<file path="src/design/sha256_pkg.sv">
// Shared types, constants and SHA-256 logic functions for the stream hasher.
// Depends on nothing; imported by every module of the block.
`timescale 1ns / 1ps

package sha256_pkg;

  // Eight 32-bit words; index 0 is word a / H0.
  typedef logic [7:0][31:0] hash_t;

  typedef struct packed {
    logic init;   // reload the chaining value with the initial hash
    logic load;   // copy the chaining value into the working variables
    logic step;   // run one compression round
    logic fin;    // add the working variables into the chaining value
  } round_ctl_t;

  typedef struct packed {
    logic push_byte;  // shift one message byte in
    logic push_word;  // advance the message schedule by one word
  } sched_ctl_t;

  localparam logic [7:0]  PAD_BYTE   = 8'h80;
  localparam logic [5:0]  LEN_POS    = 6'd56;
  localparam logic [5:0]  LAST_POS   = 6'd63;
  localparam logic [5:0]  LAST_ROUND = 6'd63;

  localparam hash_t INIT_HASH = {
    32'h5be0cd19, 32'h1f83d9ab, 32'h9b05688c, 32'h510e527f,
    32'ha54ff53a, 32'h3c6ef372, 32'hbb67ae85, 32'h6a09e667
  };

  localparam logic [31:0] ROUND_K [0:63] = '{
    32'h428a2f98, 32'h71374491, 32'hb5c0fbcf, 32'he9b5dba5,
    32'h3956c25b, 32'h59f111f1, 32'h923f82a4, 32'hab1c5ed5,
    32'hd807aa98, 32'h12835b01, 32'h243185be, 32'h550c7dc3,
    32'h72be5d74, 32'h80deb1fe, 32'h9bdc06a7, 32'hc19bf174,
    32'he49b69c1, 32'hefbe4786, 32'h0fc19dc6, 32'h240ca1cc,
    32'h2de92c6f, 32'h4a7484aa, 32'h5cb0a9dc, 32'h76f988da,
    32'h983e5152, 32'ha831c66d, 32'hb00327c8, 32'hbf597fc7,
    32'hc6e00bf3, 32'hd5a79147, 32'h06ca6351, 32'h14292967,
    32'h27b70a85, 32'h2e1b2138, 32'h4d2c6dfc, 32'h53380d13,
    32'h650a7354, 32'h766a0abb, 32'h81c2c92e, 32'h92722c85,
    32'ha2bfe8a1, 32'ha81a664b, 32'hc24b8b70, 32'hc76c51a3,
    32'hd192e819, 32'hd6990624, 32'hf40e3585, 32'h106aa070,
    32'h19a4c116, 32'h1e376c08, 32'h2748774c, 32'h34b0bcb5,
    32'h391c0cb3, 32'h4ed8aa4a, 32'h5b9cca4f, 32'h682e6ff3,
    32'h748f82ee, 32'h78a5636f, 32'h84c87814, 32'h8cc70208,
    32'h90befffa, 32'ha4506ceb, 32'hbef9a3f7, 32'hc67178f2
  };

  function automatic logic [31:0] big_sigma0(input logic [31:0] x);
    big_sigma0 = {x[1:0], x[31:2]} ^ {x[12:0], x[31:13]} ^ {x[21:0], x[31:22]};
  endfunction

  function automatic logic [31:0] big_sigma1(input logic [31:0] x);
    big_sigma1 = {x[5:0], x[31:6]} ^ {x[10:0], x[31:11]} ^ {x[24:0], x[31:25]};
  endfunction

  function automatic logic [31:0] small_sigma0(input logic [31:0] x);
    small_sigma0 = {x[6:0], x[31:7]} ^ {x[17:0], x[31:18]} ^ {3'b000, x[31:3]};
  endfunction

  function automatic logic [31:0] small_sigma1(input logic [31:0] x);
    small_sigma1 = {x[16:0], x[31:17]} ^ {x[18:0], x[31:19]} ^ {10'b0, x[31:10]};
  endfunction

endpackage

</file>
<file path="src/design/sha256_stream_hasher_top.sv">
// Top level of the SHA-256 stream hasher: byte intake, padding sequencer,
// round control and digest output register. Depends on sha256_pkg,
// sha256_sched and sha256_round.
`timescale 1ns / 1ps

// Channel   | Direction | Ports                          | Contents
// ----------+-----------+--------------------------------+------------------------------
// input     | slave     | in_tvalid/tready/tdata/tuser/  | one message byte, its present
//           |           | tlast                          | flag, end of message
// result    | master    | out_tvalid/tready/tdata        | 256-bit digest, four 64-bit
//           |           |                                | fields
//
// Message bytes enter one per cycle while in_tready is high; every 64th byte
// starts a compression: the load of the working variables together with that
// byte, then the 64 rounds, then the fold of the result into the chaining
// value. No bytes are taken while the single shared round unit is busy.
// After the last transaction the padding bytes are shifted in one per cycle
// up to the end of the block (one or two blocks), each block is compressed,
// and the digest then moves into the output register.
// Reset is synchronous and active low, and the block is then ready with the
// initial hash value in place. in_tready is high only while bytes are
// collected. A digest that is not taken holds in the output register; the
// next message can be collected meanwhile, and only its own digest waits
// until the register is free.

module sha256_stream_hasher_top import sha256_pkg::*; (
  input  logic         clk,
  input  logic         rst_n,
  input  logic         in_tvalid,
  output logic         in_tready,
  input  logic [7:0]   in_tdata,    // [7:0] data_byte
  input  logic         in_tuser,    // [0] byte_valid
  input  logic         in_tlast,    // last
  output logic         out_tvalid,
  input  logic         out_tready,
  output logic [255:0] out_tdata    // [63:0] digest_0, [127:64] digest_1,
                                    // [191:128] digest_2, [255:192] digest_3
);

  typedef enum logic [4:0] {
    S_IN   = 5'b00001,
    S_COMP = 5'b00010,
    S_FIN  = 5'b00100,
    S_PAD  = 5'b01000,
    S_OUT  = 5'b10000
  } state_t;

  state_t       state_r, state_nxt;
  logic [5:0]   fill_r, fill_nxt;
  logic [63:0]  bits_r, bits_nxt;
  logic [5:0]   round_r, round_nxt;
  logic         pad_r, pad_nxt;         // message ended, padding in progress
  logic         sent80_r, sent80_nxt;   // the 0x80 marker byte is in
  logic         len_r, len_nxt;         // the length field is going in
  logic         out_valid_r, out_valid_nxt;
  logic [255:0] out_data_r;
  logic         out_load;

  logic         in_acc;
  logic         len_sel;
  logic [7:0]   pad_byte;
  logic [7:0]   push_data;
  logic [31:0]  sched_w;
  hash_t        hash;
  round_ctl_t   round_ctl;
  sched_ctl_t   sched_ctl;

  assign in_tready = (state_r == S_IN);
  assign in_acc    = in_tvalid && in_tready;

  // Padding byte: the marker first, zeros up to offset 56 (through an extra
  // block when the marker lands past 55), then the bit count, high byte first.
  assign len_sel  = len_r || (fill_r == LEN_POS);
  assign pad_byte = !sent80_r ? PAD_BYTE :
                    (len_sel ? bits_r[{~fill_r[2:0], 3'b000} +: 8] : 8'h00);

  always_comb begin
    state_nxt  = state_r;
    fill_nxt   = fill_r;
    bits_nxt   = bits_r;
    round_nxt  = round_r;
    pad_nxt    = pad_r;
    sent80_nxt = sent80_r;
    len_nxt    = len_r;
    out_load   = 1'b0;
    push_data  = in_tdata;
    round_ctl  = '0;
    sched_ctl  = '0;
    unique case (state_r)
      S_IN: begin
        if (in_acc) begin
          if (in_tuser) begin
            sched_ctl.push_byte = 1'b1;
            fill_nxt = fill_r + 6'd1;
            bits_nxt = bits_r + 64'd8;
            if (fill_r == LAST_POS) begin
              round_ctl.load = 1'b1;
              state_nxt = S_COMP;
              pad_nxt = in_tlast;
            end else if (in_tlast) begin
              state_nxt = S_PAD;
              pad_nxt = 1'b1;
            end
          end else if (in_tlast) begin
            state_nxt = S_PAD;
            pad_nxt = 1'b1;
          end
        end
      end
      S_COMP: begin
        round_ctl.step = 1'b1;
        sched_ctl.push_word = 1'b1;
        round_nxt = round_r + 6'd1;
        if (round_r == LAST_ROUND) begin
          state_nxt = S_FIN;
        end
      end
      S_FIN: begin
        round_ctl.fin = 1'b1;
        if (len_r) begin
          state_nxt = S_OUT;
        end else if (pad_r) begin
          state_nxt = S_PAD;
        end else begin
          state_nxt = S_IN;
        end
      end
      S_PAD: begin
        sched_ctl.push_byte = 1'b1;
        push_data = pad_byte;
        fill_nxt = fill_r + 6'd1;
        if (!sent80_r) begin
          sent80_nxt = 1'b1;
        end else if (len_sel) begin
          len_nxt = 1'b1;
        end
        if (fill_r == LAST_POS) begin
          round_ctl.load = 1'b1;
          state_nxt = S_COMP;
        end
      end
      S_OUT: begin
        if (!out_valid_r || out_tready) begin
          out_load = 1'b1;
          round_ctl.init = 1'b1;
          bits_nxt = '0;
          pad_nxt = 1'b0;
          sent80_nxt = 1'b0;
          len_nxt = 1'b0;
          state_nxt = S_IN;
        end
      end
      default: begin
        state_nxt = S_IN;
      end
    endcase
  end

  assign out_valid_nxt = out_load ? 1'b1 : (out_tready ? 1'b0 : out_valid_r);

  always_ff @(posedge clk) begin
    if (!rst_n) begin
      state_r     <= S_IN;
      fill_r      <= '0;
      bits_r      <= '0;
      round_r     <= '0;
      pad_r       <= 1'b0;
      sent80_r    <= 1'b0;
      len_r       <= 1'b0;
      out_valid_r <= 1'b0;
    end else begin
      state_r     <= state_nxt;
      fill_r      <= fill_nxt;
      bits_r      <= bits_nxt;
      round_r     <= round_nxt;
      pad_r       <= pad_nxt;
      sent80_r    <= sent80_nxt;
      len_r       <= len_nxt;
      out_valid_r <= out_valid_nxt;
    end
  end

  // Digest register; digest_0 (H0, H1) sits in the lowest bits.
  always_ff @(posedge clk) begin
    if (out_load) begin
      out_data_r <= {hash[6], hash[7], hash[4], hash[5],
                     hash[2], hash[3], hash[0], hash[1]};
    end
  end

  sha256_sched u_sched (
    .clk    (clk),
    .ctl_i  (sched_ctl),
    .byte_i (push_data),
    .w_o    (sched_w)
  );

  sha256_round u_round (
    .clk    (clk),
    .rst_n  (rst_n),
    .ctl_i  (round_ctl),
    .w_i    (sched_w),
    .k_i    (ROUND_K[round_r]),
    .hash_o (hash)
  );

  assign out_tvalid = out_valid_r;
  assign out_tdata  = out_data_r;

  // The last round is always followed by the fold into the chaining value.
  a_last_round_fin: assert property (@(posedge clk) disable iff (!rst_n)
    (state_r == S_COMP && round_r == LAST_ROUND) |=> (state_r == S_FIN))
    else $error("last round not followed by the fold cycle");

  // The round counter is back at zero once a compression ends.
  a_round_wrapped: assert property (@(posedge clk) disable iff (!rst_n)
    (state_r == S_FIN) |-> (round_r == 6'd0))
    else $error("round counter not at zero after a compression");

  // The length field only goes in after the marker byte of a padded message.
  a_len_order: assert property (@(posedge clk) disable iff (!rst_n)
    len_r |-> (pad_r && sent80_r))
    else $error("length field started before the marker byte");

  // The digest is only taken on a block boundary.
  a_out_aligned: assert property (@(posedge clk) disable iff (!rst_n)
    (state_r == S_OUT) |-> (fill_r == 6'd0))
    else $error("digest taken with a partial block");

  // The 64th byte of a block starts its compression.
  a_full_block: assert property (@(posedge clk) disable iff (!rst_n)
    (in_acc && in_tuser && fill_r == LAST_POS) |=> (state_r == S_COMP))
    else $error("full block did not start a compression");

endmodule

</file>
<file path="src/design/sha256_sched.sv">
// Message buffer and rolling 16-word message schedule of the SHA-256 hasher.
// Depends on sha256_pkg.
`timescale 1ns / 1ps

module sha256_sched import sha256_pkg::*; (
  input  logic        clk,
  input  sched_ctl_t  ctl_i,
  input  logic [7:0]  byte_i,
  output logic [31:0] w_o
);

  // Bytes enter at the bottom; after 64 pushes the first byte sits on top,
  // so the top word is schedule word 0 in big-endian order.
  logic [511:0] msg_r, msg_nxt;
  logic [31:0]  w0, w1, w9, w14, w_new;

  assign w0  = msg_r[511:480];
  assign w1  = msg_r[479:448];
  assign w9  = msg_r[223:192];
  assign w14 = msg_r[63:32];
  assign w_new = small_sigma1(w14) + w9 + small_sigma0(w1) + w0;

  always_comb begin
    msg_nxt = msg_r;
    if (ctl_i.push_word) begin
      msg_nxt = {msg_r[479:0], w_new};
    end else if (ctl_i.push_byte) begin
      msg_nxt = {msg_r[503:0], byte_i};
    end
  end

  always_ff @(posedge clk) begin
    msg_r <= msg_nxt;
  end

  assign w_o = w0;

endmodule

</file>
<file path="src/design/sha256_round.sv">
// Shared SHA-256 round unit: working variables and chaining value.
// Depends on sha256_pkg.
`timescale 1ns / 1ps

module sha256_round import sha256_pkg::*; (
  input  logic        clk,
  input  logic        rst_n,
  input  round_ctl_t  ctl_i,
  input  logic [31:0] w_i,
  input  logic [31:0] k_i,
  output hash_t       hash_o
);

  hash_t       hash_r, hash_nxt;
  hash_t       vars_r, vars_nxt;
  logic [31:0] t1, t2, ch, maj;

  assign ch  = (vars_r[4] & vars_r[5]) ^ (~vars_r[4] & vars_r[6]);
  assign maj = (vars_r[0] & vars_r[1]) ^ (vars_r[0] & vars_r[2]) ^ (vars_r[1] & vars_r[2]);
  assign t1  = vars_r[7] + big_sigma1(vars_r[4]) + ch + k_i + w_i;
  assign t2  = big_sigma0(vars_r[0]) + maj;

  always_comb begin
    vars_nxt = vars_r;
    hash_nxt = hash_r;
    if (ctl_i.load) begin
      vars_nxt = hash_r;
    end else if (ctl_i.step) begin
      vars_nxt[0] = t1 + t2;
      vars_nxt[1] = vars_r[0];
      vars_nxt[2] = vars_r[1];
      vars_nxt[3] = vars_r[2];
      vars_nxt[4] = vars_r[3] + t1;
      vars_nxt[5] = vars_r[4];
      vars_nxt[6] = vars_r[5];
      vars_nxt[7] = vars_r[6];
    end
    if (ctl_i.init) begin
      hash_nxt = INIT_HASH;
    end else if (ctl_i.fin) begin
      for (int i = 0; i < 8; i++) begin
        hash_nxt[i] = hash_r[i] + vars_r[i];
      end
    end
  end

  always_ff @(posedge clk) begin
    if (!rst_n) begin
      hash_r <= INIT_HASH;
    end else begin
      hash_r <= hash_nxt;
    end
  end

  always_ff @(posedge clk) begin
    vars_r <= vars_nxt;
  end

  assign hash_o = hash_r;

endmodule

</file>
<file path="config.mk">
export PLATFORM = sky130hd
export DESIGN_NAME = sha256_stream_hasher_top
export DESIGN_NICKNAME = d
export VERILOG_FILES = /design/src/design/sha256_pkg.sv /design/src/design/sha256_stream_hasher_top.sv /design/src/design/sha256_sched.sv /design/src/design/sha256_round.sv
export SDC_FILE = /design/constraint.sdc
export NUM_CORES = 2
export LEC_CHECK = 0
export ABC_AREA = 1
export ABC_CLOCK_PERIOD_IN_PS = 20200
export BUFFER_PORTS_ARGS = -buffer_cell sky130_fd_sc_hd__buf_2
export CAP_MARGIN = 5
export CORE_MARGIN = 3
export CORE_UTILIZATION = 35
export DETAILED_ROUTE_END_ITERATION = 8
export PLACE_DENSITY = 0.52
export SLEW_MARGIN = 40
export SYNTH_ARGS = -nofsm -noshare
export SYNTH_HDL_FRONTEND = slang
export SYNTH_SLANG_ARGS = --single-unit
</file>
<file path="constraint.sdc">
create_clock -name clk -period 20.2 [get_ports clk]
set_input_delay 3.03 -clock clk [delete_from_list [all_inputs] [get_ports clk]]
set_output_delay 3.03 -clock clk [all_outputs]
set_load 0.03 [all_outputs]
</file>
Word-level counts from Yosys, hierarchy flattened
Memory sizes are Yosys's and may differ from the RTL's. Index checks and enable logic that the tools add are counted.

Register bits after elaboration: 1365. Memory bits (read-only): 2048. Memories: 1. Input port bits: 14. Output and inout bits: 258. Logic and storage cells: 151.

Memories: (name not given) (depth 64, bits a word 32, read ports 1, clocked after Yosys merged registers in 0, wr ports 0, line sha256_stream_hasher_top.sv:203) `.k_i (ROUND_K[round_r]),`.

Magnitude comparators: 1. Shift operators: 1. Reduce and logical (&&, ||, !) cells: 17. $add $sub $neg: 21. Multiplexer cells: 49. Equal/unequal tests: 15. Bitwise operators: 20.

Operator list (count): $mux 512 (2); $add 32x32->32 (18); $mux 256 (2); $xor 32x32->32 (9); $mux 64 (3); $and 32x32->32 (5); $pmux 64 s2 (1); $add 64x4->64 const B (1); $mux 32 (2); $shiftx 64x7->8 (1); $mux 5 (8); $not 32->32 (1); $xor 32x22->32 (1); $xor 32x29->32 (1); $pmux 5 s5 (1); $mux 8 (3); $eq 6x6->1 const B (3); $mux 1 (18); $add 6x1->6 const B (2); $mux 6 (2); $pmux 6 s2 (1); $reduce_and 4->1 (3); $reduce_bool 2->1 (6); $ne 2x2->1 const B (5); 18 further kinds (25).

Logic depth before layout (Yosys ltp)
Depth after elaboration: 9. Gate-level depth with buffers: 42. Depth with buffers taken out: 41.

Hierarchy
A second synthesis with hierarchy kept.

Cells, all modules: 11036. Area, all modules: 88248.4 µm².

Modules (own cells, without submodules): sha256_round (cells an instance 6544, area each 45675.1 µm², times used 1, seq. area each 12812.3 µm²); sha256_sched (cells an instance 2768, area each 26798.2 µm², times used 1, seq. area each 15374.7 µm²); sha256_stream_hasher_top (cells an instance 1724, area each 15775.1 µm², times used 1, seq. area each 9328.9 µm²).

Least setup slack after synthesis
Ideal clock, no wire load.

Kind: input-to-reg. From: in in_tvalid. To: reg u_sched.msg_r[0] (enable). Cell stages on the path: 4. Path buffers: 0. Data required time: 19297 ps. Arrival: 14329 ps. Setup time: 903 ps. Path slack: 4968 ps. Cells stage by stage: inv_1 nor2_2 nor2_4 nand2_1.

Longest elaborated chain between the ends: 4.

Ends and longest elaborated chain: from (decl) (line sha256_stream_hasher_top.sv:29) `input logic in_tvalid,`; $logic_and 1x1->1 (line sha256_stream_hasher_top.sv:69) `assign in_acc = in_tvalid && in_tready;`; $mux 1 (line sha256_stream_hasher_top.sv:91) `if (in_acc) begin`; $pmux 1 s2 (line sha256_stream_hasher_top.sv:89) `unique case (state_r)`; $reduce_bool 2->1 (no line); to (signal assigned) (line sha256_sched.sv:33) `msg_r <= msg_nxt;`; to (decl) (line sha256_sched.sv:14) `logic [511:0] msg_r, msg_nxt;`.

Every way passes these cells. A chain may end at the register's enable or synchronous reset.

==> summary.log <==
INFO  power_and_ir_drop cellLeakagePower=41.2nW
INFO  layout         most-common-layout-cells=3533 x sky130_fd_sc_hd__nand2_1, 1085 x sky130_fd_sc_hd__inv_1, 1024 x sky130_fd_sc_hd__edfxtp_1, 795 x sky130_fd_sc_hd__nor2_1, 792 x sky130_fd_sc_hd__a21oi_1
INFO  sta            timing_hold_violations_final=0
INFO  sta            final.setup.worst_slack=12.31ns
INFO  die            initial_utilization=35.3%
INFO  min_path       hold_path.class=reg -> reg
INFO  sta            fin_crit_sh=39.1%
INFO  place          detailed_place.area=91700µm²
INFO  die            die-width=505µm
INFO  place          routabilityCongestion=0.994
INFO  synthesis      ys_warn_count=0
INFO  clock_tree     clk-insertion-delay-late=0.84ns
INFO  synthesis      number_of_synthesized_flops_with_an_enable_pin=1024
INFO  layout         design.final.nets=11600
INFO  sta            unrepaired_setup_endpoints_after_global_routing=no
INFO  global_routing via_count_of_the_first_global_routing_pass=73300
INFO  global_routing grt_util_all_layers=26.1%
INFO  sta            period_minus_slack=7.89ns
INFO  synthesis      count_of_distinct_cell_types_in_the_synthesized_netlist=67
INFO  clock_tree     cts_setup_buffers=0
INFO  sta            fin_tns_setup=0ns
INFO  layout         final_common_cell=sky130_fd_sc_hd__nand2_1
INFO  die            core_area=247000µm²
INFO  die            std_cell_rows=182
INFO  routing        via_count=76500
INFO  global_routing number_of_antenna_violations_at_the_first_check_in_global_routing=17
INFO  setup_path     most_used_cell_along_the_critical_path=sky130_fd_sc_hd__nand2_1
INFO  synthesis      seq_area_frac_synth=43.0%
INFO  setup_path     timing.critical_path.required=20.77ns
INFO  run_status     outcome=finished clean
INFO  clock_tree     cts-htree-levels=4
INFO  setup_path     start_kind=flip-flop
INFO  synthesis      postSynthRegisterBits=1362
INFO  clock_tree     holdBufCountCts=0
INFO  synthesis      synth_flop_cell=sky130_fd_sc_hd__edfxtp_1
INFO  synthesis      post_synth.cell_area_avg=7.97µm²
INFO  routing        post_drt_wl_per_cell=23.7µm
INFO  clock_tree     clock_sink_count=1362
INFO  clock_tree     clock_tree.root_cell=sky130_fd_sc_hd__clkbuf_16
INFO  place          port-buffer-count=271
INFO  setup_path     cp-end-kind=flip-flop
INFO  place          post-place-ws=12.41ns
INFO  global_routing grt.overflow.total=0
INFO  routing        detailedRoute.firstIterationViolations=7808
INFO  layout         seqCellArea=37500µm²
INFO  power_and_ir_drop peakVddDrop=113µV
INFO  synthesis      synthesis.instances=11000
INFO  die            floorplan.die.height=505µm
INFO  layout         multiInputGateArea=43900µm²
INFO  setup_path     criticalPathCategory=reg -> reg
INFO  setup_path     signal_arrival_time_at_the_worst_endpoint=8.46ns
INFO  routing        drt_first_pass_iters=7
INFO  sta            slew_headroom=39.0%
INFO  routing        route.detailed.vias_per_inst=5.28
INFO  sta            final-max-slew-violation-count=0
INFO  sta            fin_skew=0.0375ns
INFO  sta            maxClockFrequency=0.127GHz
INFO  synthesis      netlist_area=87300µm²
INFO  layout         fillCellCount=25700
INFO  clock_tree     cts_tree=yes
INFO  routing        ant_nets=0
INFO  place          post-dp-hpwl=266mm
INFO  power_and_ir_drop power.density=138nW/µm²
INFO  clock_tree     clockBufferDepth=3
INFO  job            max_cap_violations=0
INFO  sta            worst_slew_pin_slew=0.908ns
INFO  synthesis      asyncSetResetFlopFracSynth=0%
INFO  sta            timing.final.setup_violations=0
INFO  die            die_area=255000µm²
INFO  clock_tree     path_clk_slew=0.06ns
INFO  global_routing first_pass_grt_wire_length=500mm
INFO  layout         area_growth_syn_to_layout=11.7%
INFO  layout         final_cell_area=97400µm²
INFO  power_and_ir_drop total_power_draw=0.0134W
INFO  setup_path     crit_path_max_fanout=12
INFO  die            pin_count=272
INFO  setup_path     critical_path.max_stage_delay=0.63ns
INFO  routing        routed_wl=344mm
INFO  synthesis      synth_nets=11600
INFO  layout         final_layout_size_suffix_gt1_share=6.10%
INFO  global_routing grt_start_max_net_pins=209
INFO  setup_path     cpMaxStageDelayCell=sky130_fd_sc_hd__dfxtp_1
INFO  routing        remaining_drc_errors=0
INFO  clock_tree     post_cts_repair_resize_count=0
INFO  clock_tree     cts_inserted_buffers=162
-- worst paths after layout --
kind	slack, ns	from	cells past startpoint	end
hold reg to reg	0.47	fill_r[4]$_SDFFE_PN0P_	1	fill_r[4]$_SDFFE_PN0P_
hold / removal	0.47	fill_r[4]$_SDFFE_PN0P_	1	fill_r[4]$_SDFFE_PN0P_
setup / recovery	12.31	round_r[1]$_SDFFE_PN0P_	35	u_round.vars_r[21]$_DFFE_PP_
setup reg to reg	12.31	round_r[1]$_SDFFE_PN0P_	35	u_round.vars_r[21]$_DFFE_PP_
-- through the flow --
step                cells  utilization [%]  hold WS (ns)
finish              14500             39.5         0.472
global route        14500             39.5         0.496
global placement    14200             37.1         0.456
CTS                 14500             39.4         0.474
floorplan           11000                -         0.437
detailed placement  14200             37.1         0.459
-- cells in the mapped netlist (22+ instances only) --
master | instances | share of area (%)
sky130_fd_sc_hd__xor2_1 | 233 | 2.3
sky130_fd_sc_hd__clkbuf_1 | 268 | 1.2
sky130_fd_sc_hd__a21boi_0 | 22 | 0.19
sky130_fd_sc_hd__nand4_1 | 125 | 0.90
sky130_fd_sc_hd__nor2_1 | 796 | 3.4
sky130_fd_sc_hd__fa_1 | 196 | 4.5
sky130_fd_sc_hd__o21a_1 | 24 | 0.21
sky130_fd_sc_hd__a21o_1 | 40 | 0.34
sky130_fd_sc_hd__a31oi_1 | 34 | 0.24
sky130_fd_sc_hd__a21oi_1 | 792 | 4.5
sky130_fd_sc_hd__o21ai_0 | 686 | 3.9
sky130_fd_sc_hd__nor3_1 | 119 | 0.68
sky130_fd_sc_hd__o21ai_1 | 52 | 0.30
sky130_fd_sc_hd__edfxtp_1 | 1024 | 35
sky130_fd_sc_hd__xnor2_1 | 171 | 1.7
sky130_fd_sc_hd__o211ai_1 | 53 | 0.46
sky130_fd_sc_hd__nand3_1 | 475 | 2.7
sky130_fd_sc_hd__inv_1 | 1087 | 4.7
sky130_fd_sc_hd__nand2_1 | 3536 | 15
sky130_fd_sc_hd__or2_2 | 29 | 0.21
sky130_fd_sc_hd__buf_2 | 139 | 0.80
sky130_fd_sc_hd__dfxtp_1 | 338 | 7.8
sky130_fd_sc_hd__ha_1 | 401 | 5.7
sky130_fd_sc_hd__o21bai_1 | 67 | 0.58
-- where the power goes --
part	switching (W)	total, W	internal (W)
sequential	0.000255	0.00374	0.00348
combinational	0.00448	0.00662	0.00214
clock	0.00128	0.00309	0.00181
-- sequential cells by signal, indices dropped and copies added, names as in the netlist --
name and count:
len_r 1, u_sched.msg_r 512, pad_r 1, bits_r 61, fill_r 6, u_round.vars_r 256, round_r 6, u_round.hash_o 256
out_tdata 256, out_tvalid 1, state_r 5, sent80_r 1
-- worst max-delay path: cells and delay by family, from the launching register on --
kind | cells | cell delay (ns)
compound gates | 3 | 0.70
xor+xnor | 1 | 0.41
fa+ha+maj | 6 | 2.30
buf+inv | 5 | 0.86
flops | 1 | 0.63
simple gates | 20 | 2.70
-- metal layers --
metal	vias up	wire length (µm)	GRT usage, %	part of all wire, %
met5	-	48	0	0.014
met3	448	21800	3.72	6.3
li1	36400	-	-	-
met2	2594	155000	41.4	45
met4	8	10900	7.81	3.2
met1	37000	156000	36.7	46
-- area by class of cell --
cell class / count / area share, %
Tap cell: 3312 / 4.25
Clock buffer: 206 / 4.49
Inverter: 1102 / 4.28
Clock inverter: 96 / 1.24
Antenna cell: 12 / 0.0308
Sequential cell: 1362 / 38.5
Multi-Input combinational cell: 8062 / 45.1
Timing Repair Buffer: 340 / 2.15
-- kinds of logic after synthesis --
group / count (synthesis) / share of synthesized area (%)
DFF: 1362 / 43.0
adders and majority gates: 617 / 10.5
and+or+nand+nor: 5163 / 23.9
buffers and inverters: 1526 / 6.78
AOI/OAI and AO/OA: 1869 / 11.7
muxes: 9 / 0.103
xor gates and xnor gates: 404 / 4.06
(Power assumes the default switching activity.)
